`src/design/pip_pkg.sv`:
```
// Shared types and constants for the point-in-polygon crossing-number test.
// No dependencies; every module of the block but pip_vertex_mem imports this package.
package pip_pkg;

    // Defaults for the top-level parameters.
    localparam int MAX_VERTICES_DEF = 64;
    localparam int COORD_BITS_DEF   = 16;

    // Fixed field widths of the request and result.
    localparam int IDX_W = 6;
    localparam int CNT_W = 7;
    localparam int VC_W  = 7;

    // Vertex count after reset.
    localparam logic [VC_W-1:0] VC_RESET = 7'd3;

    // Request command codes.
    localparam logic CMD_WRITE = 1'b0;
    localparam logic CMD_TEST  = 1'b1;

    // Sequencer states.
    typedef enum logic [2:0] {
        ST_IDLE,
        ST_PREV,
        ST_EDGE,
        ST_MUL1,
        ST_MUL2,
        ST_CMP
    } state_t;

    // Controls from the sequencer to the edge datapath.
    typedef struct packed {
        logic latch_pt;
        logic load_prev;
        logic edge_step;
        logic mul_first;
        logic mul_second;
    } dp_ctrl_t;

    // Status from the edge datapath to the sequencer.
    typedef struct packed {
        logic cand;
        logic vert;
        logic le;
    } dp_stat_t;

endpackage

```
`src/design/pip_vertex_mem.sv`:
```
// Vertex store: one write port and one registered read port, x and y in one word.
// Depends on nothing but its parameters.
module pip_vertex_mem #(
    parameter int AW = 6,
    parameter int DW = 32
) (
    input  logic          clk,
    input  logic          we,
    input  logic [AW-1:0] waddr,
    input  logic [DW-1:0] wdata,
    input  logic [AW-1:0] raddr,
    output logic [DW-1:0] rdata
);

    logic [DW-1:0] mem [2**AW];

    // Write port.
    always_ff @(posedge clk)
    begin
        if (we)
        begin
            mem[waddr] <= wdata;
        end
    end

    // Registered read port.
    always_ff @(posedge clk)
    begin
        rdata <= mem[raddr];
    end

endmodule

```
`src/design/pip_edge_dp.sv`:
```
// Edge datapath: holds the test point and the previous vertex, evaluates the
// edge conditions and runs the shared multiplier for the crossing compare.
// Depends on pip_pkg.
module pip_edge_dp
    import pip_pkg::*;
#(
    parameter int COORD_BITS = COORD_BITS_DEF
) (
    input  logic                  clk,
    input  dp_ctrl_t              ctrl,
    input  logic [COORD_BITS-1:0] coord_x,
    input  logic [COORD_BITS-1:0] coord_y,
    input  logic [COORD_BITS-1:0] vtx_x,
    input  logic [COORD_BITS-1:0] vtx_y,
    output dp_stat_t              stat
);

    localparam int C = COORD_BITS;
    localparam int D = COORD_BITS + 1;
    localparam int P = 2 * D;

    logic signed [C-1:0] px_reg, py_reg, x1_reg, y1_reg;
    logic signed [C-1:0] x2, y2, ylo, yhi, xhi;
    logic signed [D-1:0] dpx, dpy, dy, dx;
    logic signed [D-1:0] op_a1_reg, op_b1_reg, op_a2_reg, op_b2_reg;
    logic signed [D-1:0] mul_a, mul_b;
    logic signed [P-1:0] mul_p;
    logic signed [P-1:0] prod1_reg, prod2_reg;

    assign x2 = vtx_x;
    assign y2 = vtx_y;

    // Edge bounds, and differences on sign-extended coordinates.
    always_comb
    begin
        ylo = (y1_reg < y2) ? y1_reg : y2;
        yhi = (y1_reg < y2) ? y2 : y1_reg;
        xhi = (x1_reg > x2) ? x1_reg : x2;
        dpx = {px_reg[C-1], px_reg} - {x1_reg[C-1], x1_reg};
        dpy = {py_reg[C-1], py_reg} - {y1_reg[C-1], y1_reg};
        dy  = {y2[C-1], y2} - {y1_reg[C-1], y1_reg};
        dx  = {x2[C-1], x2} - {x1_reg[C-1], x1_reg};
    end

    // The edge is a candidate when it spans the point's y and reaches its x.
    always_comb
    begin
        stat.cand = (y1_reg != y2) && (py_reg > ylo) && (py_reg <= yhi) && (px_reg <= xhi);
        stat.vert = (x1_reg == x2);
        stat.le   = (prod1_reg <= prod2_reg);
    end

    // Point capture and previous-vertex tracking.
    always_ff @(posedge clk)
    begin
        if (ctrl.latch_pt)
        begin
            px_reg <= coord_x;
            py_reg <= coord_y;
        end
        if (ctrl.load_prev || ctrl.edge_step)
        begin
            x1_reg <= x2;
            y1_reg <= y2;
        end
    end

    // Operands of the crossing compare, normalized so the y span is positive.
    always_ff @(posedge clk)
    begin
        if (ctrl.edge_step)
        begin
            op_a1_reg <= dpx;
            op_b2_reg <= dx;
            if (dy < 0)
            begin
                op_b1_reg <= -dy;
                op_a2_reg <= -dpy;
            end
            else
            begin
                op_b1_reg <= dy;
                op_a2_reg <= dpy;
            end
        end
    end

    // Shared multiplier, one product per cycle.
    always_comb
    begin
        if (ctrl.mul_second)
        begin
            mul_a = op_a2_reg;
            mul_b = op_b2_reg;
        end
        else
        begin
            mul_a = op_a1_reg;
            mul_b = op_b1_reg;
        end
        mul_p = mul_a * mul_b;
    end

    // Product registers.
    always_ff @(posedge clk)
    begin
        if (ctrl.mul_first)
        begin
            prod1_reg <= mul_p;
        end
        if (ctrl.mul_second)
        begin
            prod2_reg <= mul_p;
        end
    end

endmodule

```
`src/design/pip_ctrl.sv`:
```
// Sequencer: walks the edges of the polygon, steers the shared multiplier,
// counts crossings and strobes the result. Depends on pip_pkg.
module pip_ctrl
    import pip_pkg::*;
#(
    parameter int MAX_VERTICES = MAX_VERTICES_DEF,
    parameter int AW           = $clog2(MAX_VERTICES)
) (
    input  logic            clk,
    input  logic            rst_n,
    input  logic            start,
    input  logic            command,
    input  logic [VC_W-1:0] vertex_count,
    input  dp_stat_t        stat,
    output dp_ctrl_t        ctrl,
    output logic [AW-1:0]   rd_addr,
    output logic            busy,
    output logic            done,
    output logic            inside_res,
    output logic [CNT_W-1:0] crossings
);

    localparam int NW = $clog2(MAX_VERTICES + 1);

    state_t           state_reg, state_next;
    logic [AW-1:0]    idx_reg, idx_next;
    logic [CNT_W-1:0] count_reg, count_next;
    logic             done_reg, done_next;
    logic [CNT_W-1:0] crossings_reg;
    logic             inside_reg;
    logic [NW-1:0]    n_eff;
    logic [AW-1:0]    last_idx;
    logic             is_last, test_req;

    // Vertex count saturated to capacity.
    always_comb
    begin
        if (int'(vertex_count) > MAX_VERTICES)
        begin
            n_eff = NW'(MAX_VERTICES);
        end
        else
        begin
            n_eff = NW'(vertex_count);
        end
        last_idx = AW'(n_eff - 1'b1);
        is_last  = (idx_reg == last_idx);
        test_req = start && (state_reg == ST_IDLE) && (command == CMD_TEST);
    end

    // Next state.
    always_comb
    begin
        state_next = state_reg;
        case (state_reg)
            ST_IDLE:
            begin
                if (test_req && (n_eff != '0))
                begin
                    state_next = ST_PREV;
                end
            end
            ST_PREV:
            begin
                state_next = ST_EDGE;
            end
            ST_EDGE:
            begin
                if (stat.cand && !stat.vert)
                begin
                    state_next = ST_MUL1;
                end
                else if (is_last)
                begin
                    state_next = ST_IDLE;
                end
            end
            ST_MUL1:
            begin
                state_next = ST_MUL2;
            end
            ST_MUL2:
            begin
                state_next = ST_CMP;
            end
            ST_CMP:
            begin
                state_next = is_last ? ST_IDLE : ST_EDGE;
            end
            default:
            begin
                state_next = ST_IDLE;
            end
        endcase
    end

    // Outputs, read address, counters.
    always_comb
    begin
        ctrl       = '0;
        rd_addr    = idx_reg;
        idx_next   = idx_reg;
        count_next = count_reg;
        done_next  = 1'b0;
        case (state_reg)
            ST_IDLE:
            begin
                rd_addr       = last_idx;
                ctrl.latch_pt = test_req;
                count_next    = test_req ? '0 : count_reg;
                done_next     = test_req && (n_eff == '0);
            end
            ST_PREV:
            begin
                ctrl.load_prev = 1'b1;
                idx_next       = '0;
                rd_addr        = '0;
            end
            ST_EDGE:
            begin
                ctrl.edge_step = 1'b1;
                if (!(stat.cand && !stat.vert))
                begin
                    count_next = count_reg + CNT_W'(stat.cand);
                    done_next  = is_last;
                    idx_next   = idx_reg + 1'b1;
                    rd_addr    = idx_reg + 1'b1;
                end
            end
            ST_MUL1:
            begin
                ctrl.mul_first = 1'b1;
            end
            ST_MUL2:
            begin
                ctrl.mul_second = 1'b1;
            end
            ST_CMP:
            begin
                count_next = count_reg + CNT_W'(stat.le);
                done_next  = is_last;
                idx_next   = idx_reg + 1'b1;
                rd_addr    = idx_reg + 1'b1;
            end
            default:
            begin
                ctrl = '0;
            end
        endcase
    end

    // Control registers.
    always_ff @(posedge clk or negedge rst_n)
    begin
        if (!rst_n)
        begin
            state_reg <= ST_IDLE;
            done_reg  <= 1'b0;
        end
        else
        begin
            state_reg <= state_next;
            done_reg  <= done_next;
        end
    end

    // Walk index, count and result registers.
    always_ff @(posedge clk)
    begin
        idx_reg   <= idx_next;
        count_reg <= count_next;
        if (done_next)
        begin
            crossings_reg <= count_next;
            inside_reg    <= count_next[0];
        end
    end

    assign busy       = (state_reg != ST_IDLE);
    assign done       = done_reg;
    assign crossings  = crossings_reg;
    assign inside_res = inside_reg;

    // The result strobe only appears once the walk has returned to idle.
    a_done_idle: assert property (@(posedge clk) disable iff (!rst_n)
        done_reg |-> (state_reg == ST_IDLE))
        else $error("result strobe while walking edges");

    // The inside flag always matches the parity of the reported count.
    a_parity: assert property (@(posedge clk) disable iff (!rst_n)
        done_reg |-> (inside_res == crossings[0]))
        else $error("inside flag disagrees with crossing parity");

    // A multiplying edge takes both products before the compare.
    a_mul_seq: assert property (@(posedge clk) disable iff (!rst_n)
        (state_reg == ST_MUL1) |=> (state_reg == ST_MUL2) ##1 (state_reg == ST_CMP))
        else $error("multiply sequence broken");

    // The previous-vertex load only follows an accepted test.
    a_prev_start: assert property (@(posedge clk) disable iff (!rst_n)
        (state_reg == ST_PREV) |-> ($past(state_reg) == ST_IDLE && $past(start)))
        else $error("walk started without a test request");

endmodule

```
`src/design/point_in_polygon_test_top.sv`:
```
// Point-in-polygon crossing-number test. A write request never raises busy. A test
// keeps busy high for a setup state (ST_PREV) and then, per edge, ST_EDGE alone for an
// edge that needs no crossing compare, or ST_EDGE, ST_MUL1, ST_MUL2 and ST_CMP for one
// that does (the one shared multiplier forms two products in turn). The result strobe
// comes in the cycle that busy drops, or, with no edges, in the cycle after the test is
// accepted; the receiver cannot stall. Reset clears the sequencer, sets the vertex count to 3.
module point_in_polygon_test_top
    import pip_pkg::*;
#(
    parameter int MAX_VERTICES = MAX_VERTICES_DEF,
    parameter int COORD_BITS   = COORD_BITS_DEF
) (
    input  logic                  clk,
    input  logic                  rst_n,
    input  logic                  start,
    output logic                  busy,
    input  logic                  command,
    input  logic [IDX_W-1:0]      index,
    input  logic [COORD_BITS-1:0] coord_x,
    input  logic [COORD_BITS-1:0] coord_y,
    input  logic                  cfg_we,
    input  logic [VC_W-1:0]       cfg_wdata,
    output logic                  done,
    output logic                  inside_res,
    output logic [CNT_W-1:0]      crossings
);

    localparam int AW = $clog2(MAX_VERTICES);
    localparam int DW = 2 * COORD_BITS;

    logic [VC_W-1:0] vertex_count_reg;
    logic            wr_en;
    logic [AW-1:0]   rd_addr;
    logic [DW-1:0]   rd_data;
    dp_ctrl_t        ctrl;
    dp_stat_t        stat;

    // Vertex count register.
    always_ff @(posedge clk or negedge rst_n)
    begin
        if (!rst_n)
        begin
            vertex_count_reg <= VC_RESET;
        end
        else if (cfg_we)
        begin
            vertex_count_reg <= cfg_wdata;
        end
    end

    // Vertex writes land only in slots that exist.
    assign wr_en = start && !busy && (command == CMD_WRITE) && (int'(index) < MAX_VERTICES);

    pip_vertex_mem #(
        .AW (AW),
        .DW (DW)
    ) u_mem (
        .clk   (clk),
        .we    (wr_en),
        .waddr (AW'(index)),
        .wdata ({coord_x, coord_y}),
        .raddr (rd_addr),
        .rdata (rd_data)
    );

    pip_edge_dp #(
        .COORD_BITS (COORD_BITS)
    ) u_dp (
        .clk     (clk),
        .ctrl    (ctrl),
        .coord_x (coord_x),
        .coord_y (coord_y),
        .vtx_x   (rd_data[DW-1:COORD_BITS]),
        .vtx_y   (rd_data[COORD_BITS-1:0]),
        .stat    (stat)
    );

    pip_ctrl #(
        .MAX_VERTICES (MAX_VERTICES),
        .AW           (AW)
    ) u_ctrl (
        .clk          (clk),
        .rst_n        (rst_n),
        .start        (start),
        .command      (command),
        .vertex_count (vertex_count_reg),
        .stat         (stat),
        .ctrl         (ctrl),
        .rd_addr      (rd_addr),
        .busy         (busy),
        .done         (done),
        .inside_res   (inside_res),
        .crossings    (crossings)
    );

endmodule

```
`config.mk`:
```
export PLATFORM = sky130hd
export DESIGN_NAME = point_in_polygon_test_top
export DESIGN_NICKNAME = d
export VERILOG_FILES = /design/src/design/pip_pkg.sv /design/src/design/pip_vertex_mem.sv /design/src/design/pip_edge_dp.sv /design/src/design/pip_ctrl.sv /design/src/design/point_in_polygon_test_top.sv
export SDC_FILE = /design/constraint.sdc
export NUM_CORES = 2
export LEC_CHECK = 0
export BUFFER_PORTS_ARGS = -buffer_cell sky130_fd_sc_hd__buf_4
export CAP_MARGIN = 25
export CORE_MARGIN = 2
export CORE_UTILIZATION = 54
export CTS_CLUSTER_SIZE = 28
export DETAILED_ROUTE_END_ITERATION = 12
export PLACE_DENSITY = 0.67
export SYNTH_ARGS = -nofsm -noshare
export SYNTH_HDL_FRONTEND = slang
export SYNTH_SLANG_ARGS = --single-unit
```
`constraint.sdc`:
```
create_clock -name clk -period 14 [get_ports clk]
set_clock_uncertainty 0.2 [all_clocks]
set_input_delay 1.4 -clock clk [delete_from_list [all_inputs] [get_ports clk]]
set_output_delay 1.4 -clock clk [all_outputs]
set_load 0.02 [all_outputs]
```
Word level (Yosys, flattened, before mapping). Memory sizes are Yosys's and may differ from the RTL's. A register that Yosys moved wholly into a read port is not among the register bits. Cells that the tools add are included.

Add/sub/neg operators: 10. Multiply operators: 1. Order comparisons: 8. Eq/ne operators: 10. Mux-type cells: 28. Bitwise operators: 1. Reductions and logical operators: 19.

Operator list (number): $mux 17 (4); $sub 16x16->17 (4); $mux 16 (3); $le 34x34->1 (1); $mul 17x17->34 (1); $neg 17->17 (2); $gt 16x16->1 (2); $le 16x16->1 (2); $pmux 6 s4 (1); $mux 7 (3); $pmux 7 s3 (1); $pmux 3 s6 (1); $pmux 6 s3 (1); $lt 17x1->1 const B (1); $eq 16x16->1 (1); $lt 16x16->1 (1); $ne 16x16->1 (1); $add 7x1->7 (2); $logic_and 1x1->1 (10); $mux 3 (3); $mux 1 (8); $gt 7x7->1 const B (1); $logic_not 7->1 (1); $reduce_bool 7->1 (1); 17 further kinds (21).

Flip-flop bits (word level): 232. RAM bits: 2048. Bits of input ports: 50. Output and inout port bits: 10. Word-level logic and storage cells: 95. Memories kept: 1.

Memory list: u_mem.mem (words 64, bits a word 32, rd ports 1, clocked after memory_dff 1, wr ports 1, line pip_vertex_mem.sv:15) `logic [DW-1:0] mem [2**AW];`.

Logic depth before layout (Yosys ltp).
Depth after elaboration: 9. Depth in mapped cells: 35. Depth with buffers taken out: 29.

Hierarchy. A second synthesis with hierarchy kept.

Cell total of the unflattened synthesis: 5840. Area, all modules: 103953.4 um^2.

By module, submodules not included: pip_vertex_mem (times used 1, cells each 3324, area each 78515.3 um^2, seq. area each 62139.6 um^2); pip_edge_dp (times used 1, cells each 2293, area each 23406.2 um^2, seq. area each 6005.8 um^2); pip_ctrl (times used 1, cells each 207, area each 1730.4 um^2, seq. area each 630.6 um^2); point_in_polygon_test_top (times used 1, cells each 16, area each 301.5 um^2, seq. area each 177.7 um^2).

Worst setup path after synthesis. No wires, ideal clock.

Path kind: reg-to-reg. From: register u_ctrl.state_reg[2]. To: register u_dp.prod1_reg[33] (data pin). Library setup time: 264 ps. Arrival: 9333 ps. Data required time: 13536 ps. Setup slack: 4202 ps. Stages on the path, launching flop included: 31. Path buffers: 5. Clock period less this slack: 9798 ps. Cells stage by stage: dfrtp_1 -> clkbuf_1 -> buf_1 -> nor3b_1 -> buf_1 -> buf_1 -> clkbuf_1 -> mux2_2 -> nand2_1 -> fa_1 -> inv_1 -> fa_1 -> inv_1 -> fa_1 -> fa_1 -> inv_1 -> fa_1 -> fa_1 -> ha_1 -> nand2_1 -> o311ai_0 -> o41ai_1 -> o31ai_1 -> nand3_1 -> a21oi_1 -> o21a_1 -> nor2_1 -> o21ai_0 -> o211ai_1 -> o21ai_0 -> xnor2_1.

Longest elaborated chain between the ends: 4. Elaborated cells on any way between the ends: 5. Those cells by class: mul: 1; eq/ne: 1; mux: 3.

Ends and longest elaborated chain: start: declaration (line pip_ctrl.sv:25) `state_t state_reg, state_next;`; start signal: assignment (line pip_ctrl.sv:162) `state_reg <= state_next;`; $eq 3x3->1 (*) (line pip_ctrl.sv:105) `case (state_reg)`; $mux 1 (*) (line pip_ctrl.sv:105); $mux 17 (line pip_edge_dp.sv:91) `if (ctrl.mul_second)`; $mul 17x17->34 (*) (line pip_edge_dp.sv:101) `mul_p = mul_a * mul_b;`; net u_dp.mul_p[33] (line pip_edge_dp.sv:27) `logic signed [P-1:0] mul_p;`; end signal: assignment (line pip_edge_dp.sv:109) `prod1_reg <= mul_p;`; end: declaration (line pip_edge_dp.sv:28) `logic signed [P-1:0] prod1_reg, prod2_reg;`.

The timed path passes the listed nets; every way through them passes the cells marked *. A chain may end at the register's enable or synchronous reset.

Final worst setup path.
From: register u_dp.y1_reg[1]. To: register u_mem.rdata[16], read port of u_mem.mem.

Longest elaborated chain between the ends: 9. Elaborated cells on any way between the ends: 12. Those cells by class: order compare: 3; eq/ne: 1; mux: 4; reduce/logical: 4.

Ends and longest elaborated chain: start: declaration (line pip_edge_dp.sv:22) `logic signed [C-1:0] px_reg, py_reg, x1_reg, y1_reg;`; start signal: assignment (line pip_edge_dp.sv:64) `y1_reg <= y2;`; $lt 16x16->1 (line pip_edge_dp.sv:36, pip_edge_dp.sv:37); $mux 16 (line pip_edge_dp.sv:36) `ylo = (y1_reg < y2) ? y1_reg : y2;`; $gt 16x16->1 (line pip_edge_dp.sv:48) `stat.cand = (y1_reg != y2) && (py_reg > ylo) && (py_reg <= yhi) && (px_reg <= xhi);`; $logic_and 1x1->1 (line pip_edge_dp.sv:48); $logic_and 1x1->1 (*) (2 in a row) (line pip_edge_dp.sv:48); $logic_and 1x1->1 (*) (line pip_ctrl.sv:122) `if (!(stat.cand && !stat.vert))`; $mux 6 (*); $pmux 6 s4 (*) (line pip_ctrl.sv:105); end: declaration (line pip_vertex_mem.sv:12) `output logic [DW-1:0] rdata`.

Every way passes the cells marked *; elsewhere a longest branch is shown, timed or not.

==> impl_summary.md <==
Clocking
After clock tree synthesis, the setup repair step added 0 buffers. Once the clock tree was built, the resizer swapped 0 gates to a different size. The H-tree was split into 4 levels. The number of clock sinks is 2311. For the worst-skew pair, the clock arrives at the later sink with an insertion delay of 0.88 ns. The clock-pin transition on the worst setup and hold timing paths is 0.06 ns.

TritonCTS built the clock tree. The number of buffers added to fix hold violations after cts is 0. The root cell of the clock tree is clkbuf_16. The number of clock buffers added by TritonCTS is 226.

The largest buffer count on any clock path is 3.

Floorplanning
The core area is 0.195 mm². The floorplan step set the die height to 448 µm. After floorplanning, the core was divided into 162 placement rows.

The initial utilization of the core area, before any placement, comes to 0.544. 60 I/O pins were placed. The die covers 0.200 mm². The die is 448 µm wide.

Yosys
The cell area that synthesis handed to floorplanning was 0.106 mm². The biggest area contributor in the post-synthesis netlist is edfxtp_1. The number of enable flip-flop cells after synthesis is 2261. In this run, distinct cell masters in the synthesized netlist total 75. The mean instance size in the synthesized netlist is 12.9 µm². The Yosys step of the flow raised 0 warnings. The number of nets in the synthesized netlist is 8819.

In this run, synthesis produced a sequential element count of 2311. The async set-or-reset flop fraction in the synthesized netlist is 0.00476. The main flop type after synthesis is edfxtp_1. The cell count after synthesis came out at 8230. The post-synthesis sequential area ratio is 0.649. In the post-synthesis netlist, the biggest area contributors are edfxtp_1, nand2_1, fa_1.

The most used standard cell by instance count after synthesis is edfxtp_1. The share of Yosys cell area claimed by the top area cell type is 0.639. Ranked by instance count, the synthesized netlist is headed by edfxtp_1, nand2_1, a31oi_1, and3_1, inv_1.

Cells and area
The share of layout cells above drive strength 1 is 0.0835. The final layout contains 8755 nets. From synthesis to final layout, the design area changed by 10.4%. The flip-flop count of the largest register, all copies and words added is 2048.

The count of non-filler cells in the finished layout is 10984.

Global route
In the global route stage, overall resource usage came out at 0.300. The number of global-route vias before repair is 66785. The number of antenna violations at the first check in global routing was 17. Entering global routing, the biggest net connects 168 pins.

The first global-routing pass estimated 442 mm of wire. The global route total overflow is 0.

Placement
After detailed placement, the design holds a cell count of 10560. The total of buffers placed on input and output ports is 59. The placed wire-length estimate is 175 mm.

The final estimated routing congestion in global placement is 0.912.

STA
The number of setup violations in the final report is 0. For the final routed database, the setup TNS stands at 0 ns. The pin slew with the least headroom to its limit is 1.24 ns. The worst hold slack is 0.211 ns. The worst path in the final design needs a cycle of 11.84 ns, including I/O delays and setup. The count of final hold-check violations is 0. The fmax is 84.5 MHz. Setup repair after global routing left no endpoint under its margin. The fraction of the cycle the final worst path needs is 0.846. The relative max-transition margin is 0.172. The number of pins exceeding their max-slew limit in the final report is 0.

Routing
Summing over every cut layer, the via total after detailed routing is 69814. The post-detailed-routing wire length is 303 mm. After detailed routing, the number of remaining DRC violations is 0. The initial detailed-routing violation count is 8932. The number of antenna-violating nets in the routed design is 0. After detailed routing, the number of vias per cell comes to 6.36. The detail-routed net length per standard cell is 27.6 µm. The first-pass iteration count of the detailed router is 6.

Setup path
The largest single stage delay on the critical path is 0.86 ns. The category of the worst setup path capture point is a register. Data on the critical path is required at its endpoint by 14.53 ns. At the worst endpoint, the arrival time is 12.37 ns. The endpoint of the lowest-slack register-to-register path is u_mem.rdata[16]. By startpoint and endpoint, the worst setup path is classified as register to register. The worst register-to-register path begins at u_dp.y1_reg[1].

Along the worst path, the maximum fanout reaches 72. The startpoint kind of the worst setup timing path is a register. Counting cells, the worst reg-to-reg path comes to 32. For flop-to-flop paths, the worst setup slack is 2.16 ns. The slowest cell on the critical path is o32ai_1.

Job
The max-capacitance violation count is 0.

Outcome
The flow ran to the end, and the final reports show no timing, DRC or antenna violations.

Min path
The min-delay analysis places its worst path in the category primary input to async pin.
-- how the worst max path moves through the flow --
stage | slack (ns) | startpoint | cells past startpoint | to
finish | 2.16 | u_dp.y1_reg[1] | 32 | u_mem.rdata[16]
global placement | 2.55 | u_dp.y1_reg[1] | 32 | u_mem.rdata[20]
CTS | 2.52 | u_dp.y1_reg[1] | 32 | u_mem.rdata[16]
detailed placement | 2.54 | u_dp.y1_reg[1] | 32 | u_mem.rdata[16]
floorplan | 4.20 | u_ctrl.state_reg[2] | 30 | u_dp.prod1_reg[33]
global route | 1.63 | u_dp.y1_reg[1] | 32 | u_mem.rdata[16]
-- per-stage QoR --
stage / cell area, µm² / setup slack, ns / utilization
after floorplan: 106000 / 4.20 / -
after global placement: 110000 / 2.55 / 0.562
after detailed placement: 110000 / 2.54 / 0.563
after CTS: 117000 / 2.52 / 0.601
after global routing: 117000 / 1.63 / 0.601
final: 117000 / 2.16 / 0.601
-- cell families after synthesis --
kind of cell,after synthesis,synth area share
buf+inv,928,0.0352
mux,120,0.0118
fa+ha+maj,539,0.0847
flops,2311,0.649
compound gates,1379,0.0901
xor+xnor,111,0.00915
simple gates,2842,0.120
-- per-layer routing --
metal / part of all wire / vias up / track usage
li1: - / 30293 / -
met1: 0.39 / 35198 / 0.415
met2: 0.47 / 3702 / 0.472
met3: 0.10 / 613 / 0.0546
met4: 0.042 / 8 / 0.119
met5: 0.00017 / - / 0
-- layout by cell type, fill, tap and decap left out, drive strengths merged, types with 79 or more instances in the layout --
| master | n |
|---|---|
| nand2 | 1648 |
| buf | 220 |
| o32ai | 187 |
| a211oi | 363 |
| nor2 | 291 |
| a21oi | 129 |
| clkbuf | 286 |
| clkinv | 94 |
| fa | 301 |
| mux2i | 80 |
| ha | 238 |
| xnor2 | 82 |
| and3 | 451 |
| nand3 | 176 |
| inv | 424 |
| o21ai | 79 |
| a31oi | 452 |
| edfxtp | 2261 |
-- area by class of cell --
class / count / area, µm²
Fill cell: 14935 / 77900
Sequential cell: 2311 / 69000
Multi-Input combinational cell: 4991 / 34200
Clock buffer: 286 / 6110
Tap cell: 2624 / 3280
Timing Repair Buffer: 220 / 1870
Inverter: 416 / 1560
Clock inverter: 133 / 1340
Antenna cell: 3 / 7.51
-- worst max-delay path: cells and delay by family (launching register included) --
kind | cells | cell delay [ns]
AO/OA/AOI/OAI | 17 | 5.38
AND/OR/NAND/NOR | 8 | 2.81
buffers and inverters | 4 | 1.90
adder cells (fa/ha/maj) | 2 | 0.45
flip-flops | 1 | 0.43
multiplexers | 1 | 0.37
Power is left out: the tool's default activity adds up to more than one toggle a clock period on the data nets, which glitch-free logic cannot reach.
